==> src/rtl/core/pfmvs_pkg.sv <==
// ----------------------------------------------------------------------------
// pfmvs_pkg
// Shared widths, codes and types of the polyphonic FM voice synthesiser.
// ----------------------------------------------------------------------------
package pfmvs_pkg;

  localparam int unsigned MODE_W     = 2;
  localparam int unsigned NOTE_W     = 7;
  localparam int unsigned VEL_W      = 7;
  localparam int unsigned SAMPLE_W   = 16;
  localparam int unsigned CFG_IDX_W  = 3;
  localparam int unsigned CFG_DATA_W = 32;
  localparam int unsigned TIME_W     = 24;
  localparam int unsigned LEVEL_W    = 17;
  localparam int unsigned PHASE_W    = 32;
  localparam int unsigned RATIO_W    = 16;
  localparam int unsigned GAIN_W     = 12;
  localparam int unsigned SIN_W      = 15;
  localparam int unsigned BASE_W     = 34;
  localparam int unsigned PROD_W     = 41;
  localparam int unsigned QUO_W      = 17;

  localparam logic [LEVEL_W-1:0] LEVEL_ONE = 17'd65536;
  localparam logic [TIME_W-1:0]  TIME_MAX  = 24'hFFFFFF;

  typedef enum logic [MODE_W-1:0] {
    MODE_NOTE_ON  = 2'd0,
    MODE_NOTE_OFF = 2'd1,
    MODE_TICK     = 2'd2,
    MODE_NONE     = 2'd3
  } mode_e;

  localparam logic [CFG_IDX_W-1:0] CFG_ATTACK  = 3'd0;
  localparam logic [CFG_IDX_W-1:0] CFG_DECAY   = 3'd1;
  localparam logic [CFG_IDX_W-1:0] CFG_SUSTAIN = 3'd2;
  localparam logic [CFG_IDX_W-1:0] CFG_RELEASE = 3'd3;
  localparam logic [CFG_IDX_W-1:0] CFG_RATIO   = 3'd4;
  localparam logic [CFG_IDX_W-1:0] CFG_DEPTH   = 3'd5;
  localparam logic [CFG_IDX_W-1:0] CFG_GAIN    = 3'd6;

  typedef enum logic [3:0] {
    S_IDLE, S_FETCH, S_PROD, S_DIV, S_GAIN, S_VEL, S_AMP, S_DEV, S_WB, S_OUT
  } state_e;

  localparam logic [16:0] SEMITONE_Q16 [12] = '{
    17'd65536, 17'd69433, 17'd73562, 17'd77936, 17'd82570, 17'd87480,
    17'd92682, 17'd98193, 17'd104032, 17'd110218, 17'd116772, 17'd123715
  };

  typedef struct packed {
    logic              start;
    logic [PROD_W-1:0] dividend;
    logic [TIME_W-1:0] divisor;
  } div_req_t;

  typedef struct packed {
    logic             done;
    logic [QUO_W-1:0] quotient;
  } div_rsp_t;

endpackage

==> src/rtl/core/pfmvs_div.sv <==
// ----------------------------------------------------------------------------
// pfmvs_div
// Bit-serial restoring divider: one quotient bit per cycle, 17-bit quotient.
// ----------------------------------------------------------------------------
module pfmvs_div (
  input  logic                clk_i,
  input  logic                rst_ni,
  input  pfmvs_pkg::div_req_t req_i,
  output pfmvs_pkg::div_rsp_t rsp_o
);
  import pfmvs_pkg::*;

  localparam int unsigned CNT_W = $clog2(QUO_W + 1);

  logic              busy_q, busy_d;
  logic              done_q, done_d;
  logic [CNT_W-1:0]  cnt_q, cnt_d;
  logic [TIME_W-1:0] rem_q, rem_d;
  logic [TIME_W-1:0] dsr_q, dsr_d;
  logic [QUO_W-1:0]  dq_q, dq_d;
  logic [TIME_W:0]   trial;
  logic [TIME_W:0]   diff;
  logic              fits;

  assign trial = {rem_q, dq_q[QUO_W-1]};
  assign diff  = trial - {1'b0, dsr_q};
  assign fits  = trial >= {1'b0, dsr_q};

  always_comb begin
    busy_d = busy_q;
    done_d = 1'b0;
    cnt_d  = cnt_q;
    rem_d  = rem_q;
    dsr_d  = dsr_q;
    dq_d   = dq_q;
    if (req_i.start) begin
      busy_d = 1'b1;
      cnt_d  = '0;
      rem_d  = req_i.dividend[PROD_W-1:QUO_W];
      dq_d   = req_i.dividend[QUO_W-1:0];
      dsr_d  = req_i.divisor;
    end else if (busy_q) begin
      rem_d = fits ? diff[TIME_W-1:0] : trial[TIME_W-1:0];
      dq_d  = {dq_q[QUO_W-2:0], fits};
      cnt_d = cnt_q + CNT_W'(1);
      if (cnt_q == CNT_W'(QUO_W - 1)) begin
        busy_d = 1'b0;
        done_d = 1'b1;
      end
    end
  end

  always_ff @(posedge clk_i or negedge rst_ni) begin
    if (!rst_ni) begin
      busy_q <= 1'b0;
      done_q <= 1'b0;
      cnt_q  <= '0;
    end else begin
      busy_q <= busy_d;
      done_q <= done_d;
      cnt_q  <= cnt_d;
    end
  end

  always_ff @(posedge clk_i) begin
    rem_q <= rem_d;
    dsr_q <= dsr_d;
    dq_q  <= dq_d;
  end

  assign rsp_o.done     = done_q;
  assign rsp_o.quotient = dq_q;

  a_done_after_busy: assert property (@(posedge clk_i) disable iff (!rst_ni)
    done_q |-> $past(busy_q)) else $error("divider done without a run");
  a_done_ends_busy: assert property (@(posedge clk_i) disable iff (!rst_ni)
    done_q |-> !busy_q || $past(req_i.start)) else $error("divider still busy at done");
  a_start_loads: assert property (@(posedge clk_i) disable iff (!rst_ni)
    req_i.start |=> busy_q && cnt_q == '0) else $error("divider start not taken");

endmodule

==> config.mk <==
export PLATFORM = sky130hd
export DESIGN_NAME = pfmvs_div
export DESIGN_NICKNAME = d
export VERILOG_FILES = /design/src/rtl/core/pfmvs_pkg.sv /design/src/rtl/core/pfmvs_div.sv
export SDC_FILE = /design/constraint.sdc
export NUM_CORES = 1
export LEC_CHECK = 0
export BUFFER_PORTS_ARGS = -buffer_cell sky130_fd_sc_hd__buf_2
export CORE_MARGIN = 2
export CORE_UTILIZATION = 45
export DETAILED_ROUTE_END_ITERATION = 8
export PLACE_DENSITY_LB_ADDON = 0.1
export SLEW_MARGIN = 20
export SYNTH_ARGS = -nofsm -noshare
export SYNTH_HDL_FRONTEND = slang
export SYNTH_SLANG_ARGS = --single-unit
==> constraint.sdc <==
create_clock -name clk_i -period 4.3 [get_ports clk_i]
set_clock_uncertainty 0.15 [all_clocks]
set_input_delay 0 -clock clk_i [delete_from_list [all_inputs] [get_ports clk_i]]
set_output_delay 0 -clock clk_i [all_outputs]
set_load 0.02 [all_outputs]
* Word level (Yosys, flattened, before mapping)
Cells that the tools add are included.
** Operators by class
- Order comparisons :: 1
- Eq/ne operators :: 1
- Multiplexer cells :: 13
- Add/sub/neg operators :: 2
- Reductions and logical operators :: 1
** Operators by type and width (number)
- 24-bit two-way mux :: 3
- 17-bit two-way mux :: 2
- 25-bit by 24-bit >= comparator with 1-bit output :: 1
- 24-bit subtractor :: 1
- 5-bit two-way mux :: 2
- 1-bit two-way mux :: 6
- 5-bit by 1-bit adder with 5-bit output (second input constant) :: 1
- 5-bit equality test (second input constant) :: 1
- 2-bit nonzero test :: 1
** Word-level totals
- Output and inout port bits :: 18
- Register bits after elaboration :: 72
- Logic and storage cells :: 24

* Longest topological paths before layout
- Depth in word-level cells :: 4
- Mapped depth :: 12

* Worst setup path before layout
No wires, ideal clock.
- Path type :: reg-to-reg
- Start point :: register dq_q[16]
- End point :: register rem_q[12], data pin
- Arrival time :: 2.715 ns
- Setup time :: 0.261 ns
- Clock period less this slack :: 3.125 ns
- Cell stages (with the launch flop) :: 12
- Required time :: 3.889 ns
- Buffers on the path :: 0
- Path slack :: 1.175 ns
- Path through :: edfxtp_1 -> inv_1 -> ha_1 -> inv_1 -> fa_1 -> a21o_1 -> a221oi_1 -> o21ai_1 -> a31o_2 -> a21oi_1 -> xnor2_1 -> a221o_1
** On the way
- Longest elaborated chain between the ends :: 4
- Elaborated cells between the ends (all ways) :: 5
- Those cells by class :: 1 x add/sub; 1 x order compare; 3 x mux
** Ends and longest elaborated chain
- from (decl) :: RTL line pfmvs_div.sv:20 : logic [QUO_W-1:0] dq_q, dq_d;
- from (signal assigned) :: RTL line pfmvs_div.sv:68 : dq_q <= dq_d;
- 24-bit subtractor or 25-bit by 24-bit >= comparator with 1-bit output (tied branches) :: RTL line pfmvs_div.sv:26, pfmvs_div.sv:27
- 24-bit two-way mux * :: RTL line pfmvs_div.sv:43 : rem_d = fits ? diff[TIME_W-1:0] : trial[TIME_W-1:0];
- 24-bit two-way mux * :: RTL line pfmvs_div.sv:42 : end else if (busy_q) begin
- 24-bit two-way mux * :: RTL line pfmvs_div.sv:36 : if (req_i.start) begin
- net rem_d[12] :: RTL line pfmvs_div.sv:18 : logic [TIME_W-1:0] rem_q, rem_d;
- to (signal assigned) :: RTL line pfmvs_div.sv:66 : rem_q <= rem_d;
- to (decl) :: RTL line pfmvs_div.sv:18
The timed path passes the listed nets; every way through them passes the cells marked *. The select of a mux whose other input is x is not followed.
A chain may end at the register's enable or synchronous reset.

* Final worst setup path
- Start point :: register dq_q[16]
- End point :: register rem_q[22], data pin
The elaborated chain is that of the path after synthesis.

==> impl_metrics.csv <==
group,metric,value,unit
run_status,status,"completed",
floorplanning,core,9200,µm²
sta,timing.fmax,0.291,GHz
power_and_ir_drop,power_frac_comb,50.0,%
job,drv_cap,0,
worst_setup_path,max_stage_delay,0.48,ns
sta,period_share,79.9,%
cts,cts_buffers,9,
sta,worst_slack,0.866,ns
logic_synthesis,synthDistinctLibCells,53,
power_and_ir_drop,p_switching,1.25,mW
cts,worstSkewPairLatency,0.34,ns
power_and_ir_drop,p_leak,2.56,nW
placement,post-place-ws,0.887,ns
global_routing,grt_overflow,0,
power_and_ir_drop,power_frac_seq,32.7,%
finish,finalInstanceArea,5680,µm²
sta,rsz0062_at_grt,"no",
finish,final_nets,627,
route,drt_wl_total,9990,µm
cts,clkTransAtPathRegs,0.09,ns
worst_setup_path,cp_num_buf_inv,2,
route,wire_per_inst,15.4,µm
floorplanning,io_pins,86,
finish,drive_gt1_share,24.0,%
logic_synthesis,async_flop_share,9.72,%
sta,relSlewSlack,33.4,%
route,detail-route-antenna-nets,0,
route,firstDrtPassIters,5,
logic_synthesis,postSynthCellCount,379,
global_routing,grt_pass1_vias,3462,
sta,setup_violations,0,
worst_setup_path,cpMostUsedCell,"inv_1",
worst_setup_path,cp.required,4.24,ns
sta,tightest_slew,0.997,ns
floorplanning,initial_core_util,46.4,%
route,vias,3366,
worst_setup_path,critPathArrivalTime,3.38,ns
cts,clockRootBuffer,"clkbuf_8",
cts,cts_htree_levels,3,
worst_setup_path,path_class,"reg2reg",
placement,port_buffers,85,
floorplanning,die_w,101,µm
power_and_ir_drop,pwr-share-clk,17.3,%
floorplanning,die_area,10300,µm²
logic_synthesis,ys_warn_count,0,
placement,placed_cell_area,4770,µm²
power_and_ir_drop,switching_share,38.2,%
global_routing,grt_max_degree,49,
sta,finalMaxSlewViolations,0,
cts,cts_tree,"built",
worst_setup_path,cp-start-kind,"register",
logic_synthesis,syn_area,4260,µm²
power_and_ir_drop,finalPower,3.28,mW
sta,worst_hold_slack,0.208,ns
logic_synthesis,synth_flop_cell,"edfxtp_1",
cts,cts_num_sinks,72,
logic_synthesis,synth-edff-count,65,
worst_setup_path,crit_path_top_delay_cell,"a221oi_1",
power_and_ir_drop,peakVddDrop,0.000257,V
power_and_ir_drop,p_per_area,578,nW/µm²
worst_setup_path,critPathTopFamily,"compound AO/OA/AOI/OAI gates",
logic_synthesis,avgSynthCellArea,11.2,µm²
placement,hpwlAfterDp,6550,µm
worst_setup_path,path_cells,"inv_1 -> ha_1 -> inv_1 -> fa_1 -> a21o_1 -> a221oi_1 -> o21ai_1 -> a21oi_1 -> o31ai_1 -> a31oi_1 -> and3_1 -> nor3_1",
sta,finalHoldViolations,0,
placement,gp_congestion,0.870,
sta,min_period,3.43,ns
finish,antenna_cells,0,
route,routed_via_density,5.19,
worst_setup_path,critPathMaxFanout,5,
cts,cts_max_path_buffers,2,
logic_synthesis,ys_ff_latch,72,
finish,area_growth,33.2,%
cts,ctsResizeCount,0,
floorplanning,die_y,101,µm
floorplanning,rows,35,
route,route.detailed.drc,0,
finish,fillers,772,
worst_setup_path,end_kind,"register",
route,drt_iter0_drc,103,
global_routing,grt_pass1_wl,16700,µm
logic_synthesis,syn-num-nets,474,
global_routing,track_usage,20.6,%
sta,fin_tns_setup,0,ns
min_path,min_path_type,"in2reg",
logic_synthesis,yosysSeqAreaShare,49.9,%
global_routing,antenna_found_initial,0,
power_and_ir_drop,p_int,2.03,mW
## flip-flops by register name, indices dropped and copies added (netlist names)
register,count
busy_q,1
dq_q,17
cnt_q,5
done_q,1
dsr_q,24
rem_q,24
## metal layers
layer | part of all wire (%) | vias to the layer above | global-route usage, %
met3 | 4.5 | 2 | 4.21
met2 | 46 | 80 | 33.7
met1 | 49 | 1595 | 28.1
li1 | - | 1689 | -
met5 | 0 | - | 0
met4 | 0.38 | 0 | 5.61
## placed cells by master, fill, tap and decap left out, types with 11 or more instances in the layout
cell type | Yosys | routed
ha_1 | 26 | 26
inv_1 | 32 | 32
dlygate4sd3_1 | 0 | 68
edfxtp_1 | 65 | 65
mux2i_1 | 18 | 18
a21oi_1 | 30 | 30
xnor2_1 | 14 | 14
nand2_1 | 21 | 21
buf_2 | 1 | 85
o21ai_0 | 14 | 14
a21o_1 | 11 | 11
mux2_2 | 18 | 18
nor2_1 | 32 | 32
## layout make-up
type                            count  area (µm²)  area share (%)
Sequential cell                    72        2130            37.5
Multi-Input combinational cell    261        1940            34.2
Timing Repair Buffer              156        1140            20.1
Clock buffer                       12         178            3.13
Tap cell                          111         139            2.45
Inverter                           32         120            2.12
Clock inverter                      4        30.0           0.529
## cell usage after synthesis (6+ instances only)
| cell | count | area [µm²] |
|---|---|---|
| nor2_1 | 32 | 120 |
| dfrtp_1 | 7 | 175 |
| xnor2_1 | 14 | 123 |
| o21ai_0 | 14 | 70.1 |
| nand2_1 | 21 | 78.8 |
| mux2_2 | 18 | 203 |
| clkbuf_1 | 9 | 33.8 |
| a21o_1 | 11 | 82.6 |
| ha_1 | 26 | 325 |
| edfxtp_1 | 65 | 1950 |
| inv_1 | 32 | 120 |
| nand4_1 | 6 | 37.5 |
| xor2_1 | 10 | 87.6 |
| mux2i_1 | 18 | 180 |
| a21oi_1 | 30 | 150 |
## stage by stage
step	util, %	instances
final	61.7	648
after global routing	61.7	648
after CTS	61.5	647
after detailed placement	51.9	563
after global placement	51.9	563
after floorplan	-	379
## power groups by stage
stage                     Clock, mW  Combinational, mW  Sequential (mW)
final                         0.567               1.64             1.07
after CTS                     0.582               1.64             1.07
after global routing          0.605               1.84             1.09
after floorplan                   0               1.27             1.08
after detailed placement          0               1.59             1.09
after global placement            0               1.57             1.08
## cells by family (layout without fill, tap and decap cells)
| kind of cell | Yosys count | in the layout | share of synthesized area, % |
|---|---|---|---|
| DFF | 72 | 72 | 49.9 |
| xor gates and xnor gates | 24 | 24 | 4.93 |
| AOI/OAI and AO/OA | 84 | 84 | 13.0 |
| adders and majority gates | 27 | 27 | 8.10 |
| and+or+nand+nor | 90 | 90 | 10.5 |
| muxes | 36 | 36 | 8.98 |
| buffers and inverters | 46 | 204 | 4.52 |
## worst paths after layout
path | startpoint | end | slack, ns | cells after the start
setup / recovery | dq_q[16] | rem_q[22] | 0.87 | 12
hold / removal | req_i[5] | dsr_q[5] | 0.21 | 2
setup reg to reg | dq_q[16] | rem_q[22] | 0.87 | 12
hold reg to reg | cnt_q[4] | cnt_q[4] | 0.42 | 2
max in group asynchronous | rst_ni | cnt_q[3] | 3.31 | 3
min in group asynchronous | rst_ni | cnt_q[1] | 0.45 | 3
## worst register-to-register path: stages (launching register included)
cell and delay, ns:
edfxtp_1 0.41, inv_1 0.09, ha_1 0.18, inv_1 0.06
fa_1 0.41, a21o_1 0.22, a221oi_1 0.48, o21ai_1 0.23
a21oi_1 0.29, o31ai_1 0.17, a31oi_1 0.26, and3_1 0.20
nor3_1 0.05
## what timing repair did
action / CTS / global route
hold buffers: 68 / 0
setup buffers: 0 / 0
hold endpoints to repair: 73 / 0
(Power assumes the default switching activity.)
